==> config.mk <==
export PLATFORM = sky130hd
export DESIGN_NAME = rspm_route_table
export DESIGN_NICKNAME = d
export VERILOG_FILES = /design/src/hdl/rspm_pkg.sv /design/src/hdl/rspm_route_table.sv
export SDC_FILE = /design/constraint.sdc
export NUM_CORES = 2
export LEC_CHECK = 0
export BUFFER_PORTS_ARGS = -buffer_cell sky130_fd_sc_hd__buf_2
export CORE_MARGIN = 2
export CORE_UTILIZATION = 31
export DETAILED_ROUTE_END_ITERATION = 8
export GPL_ROUTABILITY_DRIVEN = 0
export PLACE_DENSITY = 0.55
export SLEW_MARGIN = 20
export SYNTH_ARGS = -nofsm -noshare
export SYNTH_HDL_FRONTEND = slang
export SYNTH_MEMORY_MAX_BITS = 65536
export SYNTH_SLANG_ARGS = --single-unit
==> constraint.sdc <==
create_clock -name clk -period 3.02 [get_ports clk]
set_clock_uncertainty 0.05 [all_clocks]
set_input_delay 0.302 -clock clk [delete_from_list [all_inputs] [get_ports clk]]
set_output_delay 0.302 -clock clk [all_outputs]
set_load 0.02 [all_outputs]
==> src/hdl/rspm_pkg.sv <==
// Shared constants, op codes, sequencer states and table write port type for the route matcher.
package rspm_pkg;

    // Table geometry
    localparam int MAX_ROUTES        = 64;
    localparam int MAX_ROUTE_BUTTONS = 8;
    localparam int BUTTON_ID_BITS    = 8;

    localparam int ROUTE_W = $clog2(MAX_ROUTES);
    localparam int POS_W   = $clog2(MAX_ROUTE_BUTTONS);
    localparam int SCAN_W  = ROUTE_W + 1;
    localparam int CNT_W   = $clog2(MAX_ROUTE_BUTTONS + 1);
    localparam int LEN_W   = 4;
    localparam int OP_W    = 3;
    localparam int CFG_W   = 7;

    // Item op codes
    localparam logic [OP_W-1:0] OP_LOAD    = 3'd0;
    localparam logic [OP_W-1:0] OP_PRESS   = 3'd1;
    localparam logic [OP_W-1:0] OP_RELEASE = 3'd2;
    localparam logic [OP_W-1:0] OP_CANCEL  = 3'd3;
    localparam logic [OP_W-1:0] OP_FAULT   = 3'd4;

    // Sequencer states
    typedef enum logic [1:0] {
        ST_IDLE,
        ST_SCAN,
        ST_DONE
    } state_t;

    // Route table write port
    typedef struct packed {
        logic                      en;
        logic [ROUTE_W-1:0]        route;
        logic [POS_W-1:0]          pos;
        logic [BUTTON_ID_BITS-1:0] button;
        logic [LEN_W-1:0]          length;
    } tbl_wr_t;

endpackage

==> src/hdl/rspm_route_table.sv <==
// Route button and route length memories with one write port and a registered read port.
module rspm_route_table
(
    input  logic                                clk,
    input  rspm_pkg::tbl_wr_t                   wr,
    input  logic [rspm_pkg::ROUTE_W-1:0]        rd_route,
    input  logic [rspm_pkg::POS_W-1:0]          rd_pos,
    output logic [rspm_pkg::BUTTON_ID_BITS-1:0] rd_button,
    output logic [rspm_pkg::LEN_W-1:0]          rd_length
);

    logic [rspm_pkg::BUTTON_ID_BITS-1:0] button_mem
        [rspm_pkg::MAX_ROUTES * rspm_pkg::MAX_ROUTE_BUTTONS];
    logic [rspm_pkg::LEN_W-1:0]          length_mem [rspm_pkg::MAX_ROUTES];

    logic [rspm_pkg::BUTTON_ID_BITS-1:0] rd_button_reg;
    logic [rspm_pkg::LEN_W-1:0]          rd_length_reg;

    // Write one sequence entry and the route length, read the addressed pair
    always_ff @(posedge clk)
    begin
        if (wr.en)
        begin
            button_mem[{wr.route, wr.pos}] <= wr.button;
            length_mem[wr.route]           <= wr.length;
        end
        rd_button_reg <= button_mem[{rd_route, rd_pos}];
        rd_length_reg <= length_mem[rd_route];
    end

    assign rd_button = rd_button_reg;
    assign rd_length = rd_length_reg;

endmodule

== Word-level counts from Yosys, hierarchy flattened ==
Memories as Yosys holds them, arrays and structs flattened. A register that Yosys moved wholly into a read port is not among the register bits.
Index checks and enable logic that the tools add are counted.

* Add/subtract/negate cells: 0
* Multipliers: 0
* Div/mod/pow operators: 0
* $lt $le $gt $ge: 0
* Equality and inequality tests: 0
* Shift operators: 0
* Multiplexer cells: 2
* Bitwise gates (word level): 0
* Reduce and logical (&&, ||, !) cells: 0

{| class="wikitable"
|+ Operators with widths
! kind !! count
|-
| 1-bit two-way mux || 2
|}

* Bits in registers: 0
* Latch bits: 0
* RAM bits: 4,352
* Bits in read-only memories: 0
* Input bits: 32
* Memories kept: 2

{| class="wikitable"
|+ Memory list
! name !! words !! width !! rd ports !! clocked after Yosys merged registers in !! wr ports !! RTL line !! RTL
|-
| button_mem || 512 || 8 || 1 || 1 || 1 || rspm_route_table.sv:12 || <nowiki>logic [rspm_pkg::BUTTON_ID_BITS-1:0] button_mem</nowiki>
|-
| length_mem || 64 || 4 || 1 || 1 || 1 || rspm_route_table.sv:14 || <nowiki>logic [rspm_pkg::LEN_W-1:0] length_mem [rspm_pkg::MAX_ROUTES];</nowiki>
|}

== Logic depth before layout (Yosys ltp) ==
* Depth after elaboration: 2
* Mapped depth: 14

== Worst setup path before layout ==
No wires, ideal clock.

* Path type: input to register
* From: in rd_route[0] in the netlist's numbering
* To: reg rd_length_reg, in the netlist rd_length[0] (read register of length_mem)
* Setup time: 134 ps
* Arrival time: 2,420 ps
* Required time: 2,836 ps
* Path slack: 416 ps
* Stages on the path: 5
* Path buffers: 2
* Cell sequence: clkbuf_1 > buf_1 > mux4_2 > mux4_2 > mux4_2

{| class="wikitable"
|+ RTL lines
! what !! RTL line !! RTL
|-
| from (decl) || rspm_route_table.sv:6 || <nowiki>input logic [rspm_pkg::ROUTE_W-1:0] rd_route,</nowiki>
|-
| to (decl) || rspm_route_table.sv:17 || <nowiki>logic [rspm_pkg::LEN_W-1:0] rd_length_reg;</nowiki>
|}

==> results_tabular.tex <==
\begin{tabular}{lr}
\hline
Metric & Value \\
\hline
\multicolumn{2}{l}{\textbf{STA}} \\
Period minus WS final & 2.91 ns \\
Fin Hold WS & 0.0657 ns \\
Slew HR & 17.9\% \\
Total setup violations reported at the end of the flow & 0 \\
Final period utilization & 96.4\% \\
Minimum setup slack in the final design & 0.108 ns \\
Worst-Margin Slew & 1.22 ns \\
Unrepaired setup endpoints after global routing & no \\
Number of max-slew violations in the final report & 0 \\
Setup\_tns & 0 ns \\
Hold violation count in the final report & 0 \\
Max Clk Rate & 343 MHz \\
\multicolumn{2}{l}{\textbf{Worst setup path}} \\
Crit. End Element & flip-flop \\
Worst reg-to-reg path cell count & 8 \\
Critical Path Source Type & flip-flop \\
Maximum fanout along the worst path & 2 \\
Required time at the worst-slack endpoint & 3.89 ns \\
WS Path Type & reg -> reg \\
Arrival time at the worst endpoint & 3.78 ns \\
\multicolumn{2}{l}{\textbf{Pwr}} \\
Final total power & 129 mW \\
Power density over the cells & 625 nW/um2 \\
Worst voltage drop across the vdd grid & 0.000562 V \\
Leak pwr & 67.9 nW \\
\multicolumn{2}{l}{\textbf{Clock network}} \\
Clock net sink count & 4364 \\
CTS Buf Count & 440 \\
Insertion delay of the later-clocked pin in the worst-skew pair & 1.01 ns \\
Gates resized, CTS repair & 0 \\
Maximum root-to-sink buffer count & 4 \\
Post-CTS setup repair buffer count & 0 \\
H-tree depth reported by CTS & 5 \\
Clock input transition at the sequential cells of the worst setup and hold paths & 0.06 ns \\
CTS Hold Buffers Added & 20 \\
TritonCTS clock tree & built \\
Library cell used as clock root buffer & clkbuf\_16 \\
\multicolumn{2}{l}{\textbf{Floorplanning}} \\
Core Box Area & 556000 um2 \\
Total die area & 563000 um2 \\
Chip Height & 750 um \\
Initial cell density of the core & 31.1\% \\
Die Width & 750 um \\
Boundary pin count & 44 \\
Number of standard-cell rows in the floorplan & 274 \\
\multicolumn{2}{l}{\textbf{Cells and area}} \\
Final \#Nets & 10154 \\
Filler Cells Inserted & 50700 \\
Area of combinational cells with multiple inputs & 37400 um2 \\
Seq. cell area & 131000 um2 \\
Fraction of final layout cells sized beyond drive strength 1 & 25.8\% \\
Max reg flops & 4096 \\
Layout overhead on the synthesized area & 19.3\% \\
Post-route cell area & 206000 um2 \\
\multicolumn{2}{l}{\textbf{Route}} \\
DR pass1 iterations & 6 \\
DRT iter0 DRCs & 11020 \\
Detailed-route wire length & 517000 um \\
Routed via count divided by cell count & 5.24 \\
Remaining DRCs & 0 \\
Remaining number of nets flagged by the antenna check after routing & 0 \\
WL per Instance & 28.8 um \\
Via count of the routed design & 93980 \\
\multicolumn{2}{l}{\textbf{Place}} \\
Pre-CTS worst setup slack & -0.780 ns \\
Placed cell areas & 192000 um2 \\
HPWL after DPL & 336000 um \\
Port bufs & 43 \\
\multicolumn{2}{l}{\textbf{Synth}} \\
Async S/R FF share, synth & 0\% \\
Instance count of the mapped netlist & 8768 \\
Cell type contributing the most total cell area after synthesis & edfxtp\_1 \\
Ranking of synthesized cells by area & edfxtp\_1 (76\%), mux4\_2 (7.1\%), mux2i\_1 (5.2\%) \\
Synth Register Bits & 4364 \\
Warning count from the yosys run & 0 \\
Number of different library cells in the post-synthesis netlist & 82 \\
Commonest register cell after synthesis & edfxtp\_1 \\
Proportion of netlist area held by the largest area contributor & 75.7\% \\
Sequential area share after synthesis & 75.8\% \\
Net count of the mapped netlist & 8800 \\
Area of the mapped netlist & 173000 um2 \\
EDFF count, synth & 4352 \\
Mean Syn Cell Area & 19.7 um2 \\
\multicolumn{2}{l}{\textbf{GRT}} \\
Global-route wire length before repair & 724000 um \\
Initial antenna violation count & 43 \\
Global-route usage over all layers & 17.8\% \\
Aggregate global routing overflow & 0 \\
Via count of the first global-routing pass & 94171 \\
Pin count of the biggest net entering global routing & 118 \\
\multicolumn{2}{l}{\textbf{Run status}} \\
Status & completed \\
\multicolumn{2}{l}{\textbf{Min path}} \\
Worst Hold Path Cells & 5 \\
Class of the most critical hold timing path & in -> reg \\
\multicolumn{2}{l}{\textbf{Job}} \\
MaxCap Viol Count & 0 \\
\hline
\end{tabular}
==> critical path: stages, from the launching register on <==
cell	delay [ns]
edfxtp_1	0.33
mux2i_1	0.07
o221ai_1	0.33
a31oi_1	0.16
o21a_1	0.19
o41ai_1	1.08
buf_4	0.26
a21oi_1	0.06
nor4_2	0.31
==> worst paths after layout <==
kind	slack [ns]	end	from
worst max-delay path	0.11	rd_button[0]$_DFF_P_	button_mem[255][0]$_DFFE_PP_
worst min-delay path	0.07	length_mem[0][1]$_DFFE_PP_	wr[15]
worst max register to register	0.11	rd_button[0]$_DFF_P_	button_mem[255][0]$_DFFE_PP_
worst min register to register	0.97	rd_length[0]$_DFF_P_	length_mem[19][0]$_DFFE_PP_
==> placed cells by master, fill, tap and decap left out, drive strengths merged, types with 17 or more instances in the layout <==
master,instances
edfxtp,4352
buf,1476
mux2i,898
nor2,702
mux4,661
clkbuf,533
o22ai,291
o221ai,246
clkinv,199
a21oi,165
nand2,143
a31oi,126
o21ai,97
and2,75
nand3,52
bufinv,45
o21a,28
mux2,26
nor3,25
dlygate4sd3,20
a22oi,19
a211oi,19
diode,18
nand4,18
inv,18
nor4,17
==> cells in the mapped netlist (all sizes together), types with 5 or more instances <==
library cell / number
a31oi: 126
nand4: 18
inv: 8
o211ai: 12
a22o: 11
nor3: 25
o311ai: 8
nor2: 702
o221ai: 246
mux4: 661
o21bai: 7
mux2i: 898
buf: 326
a221oi: 14
clkbuf: 258
a211oi: 19
a32oi: 7
a22oi: 19
o21ai: 97
a2111oi: 16
mux2: 26
or3: 8
a41oi: 5
nor4: 17
a311oi: 7
a21oi: 165
nor2b: 9
a21o: 7
o22ai: 291
a2bb2oi: 9
nand2b: 7
nand3: 52
and3: 9
edfxtp: 4352
o2111ai: 8
o21a: 28
dfxtp: 12
nand2: 143
and2: 75
o31ai: 11
==> kinds of logic after synthesis <==
kind of cell    Yosys count  synth area share, %
mux                    1585                 14.3
simple gates           1090                 2.71
flops                  4364                 75.8
buf+inv                 593                 2.66
compound gates         1136                 4.55
==> where the power goes <==
group          switching (mW)  leakage [nW]  internal (mW)
Combinational            4.89          21.8           2.86
Sequential             0.0982          39.2           66.7
Clock                    23.2          6.90           30.8
Total                    28.2          67.9            100
==> layout make-up <==
type,instances,area share [%]
Clock buffer,533,5.57
Timing Repair Buffer,1496,6.83
Multi-Input combinational cell,3811,18.1
Sequential cell,4364,63.6
Antenna cell,18,0.0219
Inverter,9,0.0237
Tap cell,7452,4.53
Clock inverter,269,1.32
==> stage by stage <==
step | std cells | utilization [%]
3_5_place_dp | 17112 | 34.5
2_1_floorplan | 8768 | -
3_3_place_gp | 17111 | 34.5
4_1_cts | 17934 | 37.1
6_report | 17952 | 37.1
5_1_grt | 17943 | 37.1
==> routing by layer <==
metal  track usage (%)  vias to the layer above  share of wire [%]
met2              29.0                     4191                 47
met3              2.77                      742                7.7
met4              5.64                       16                3.4
met5                 0                        -              0.020
li1                  -                    39083                  -
met1              24.5                    49948                 42
No activity file was read; power rests on OpenSTA's default activity.
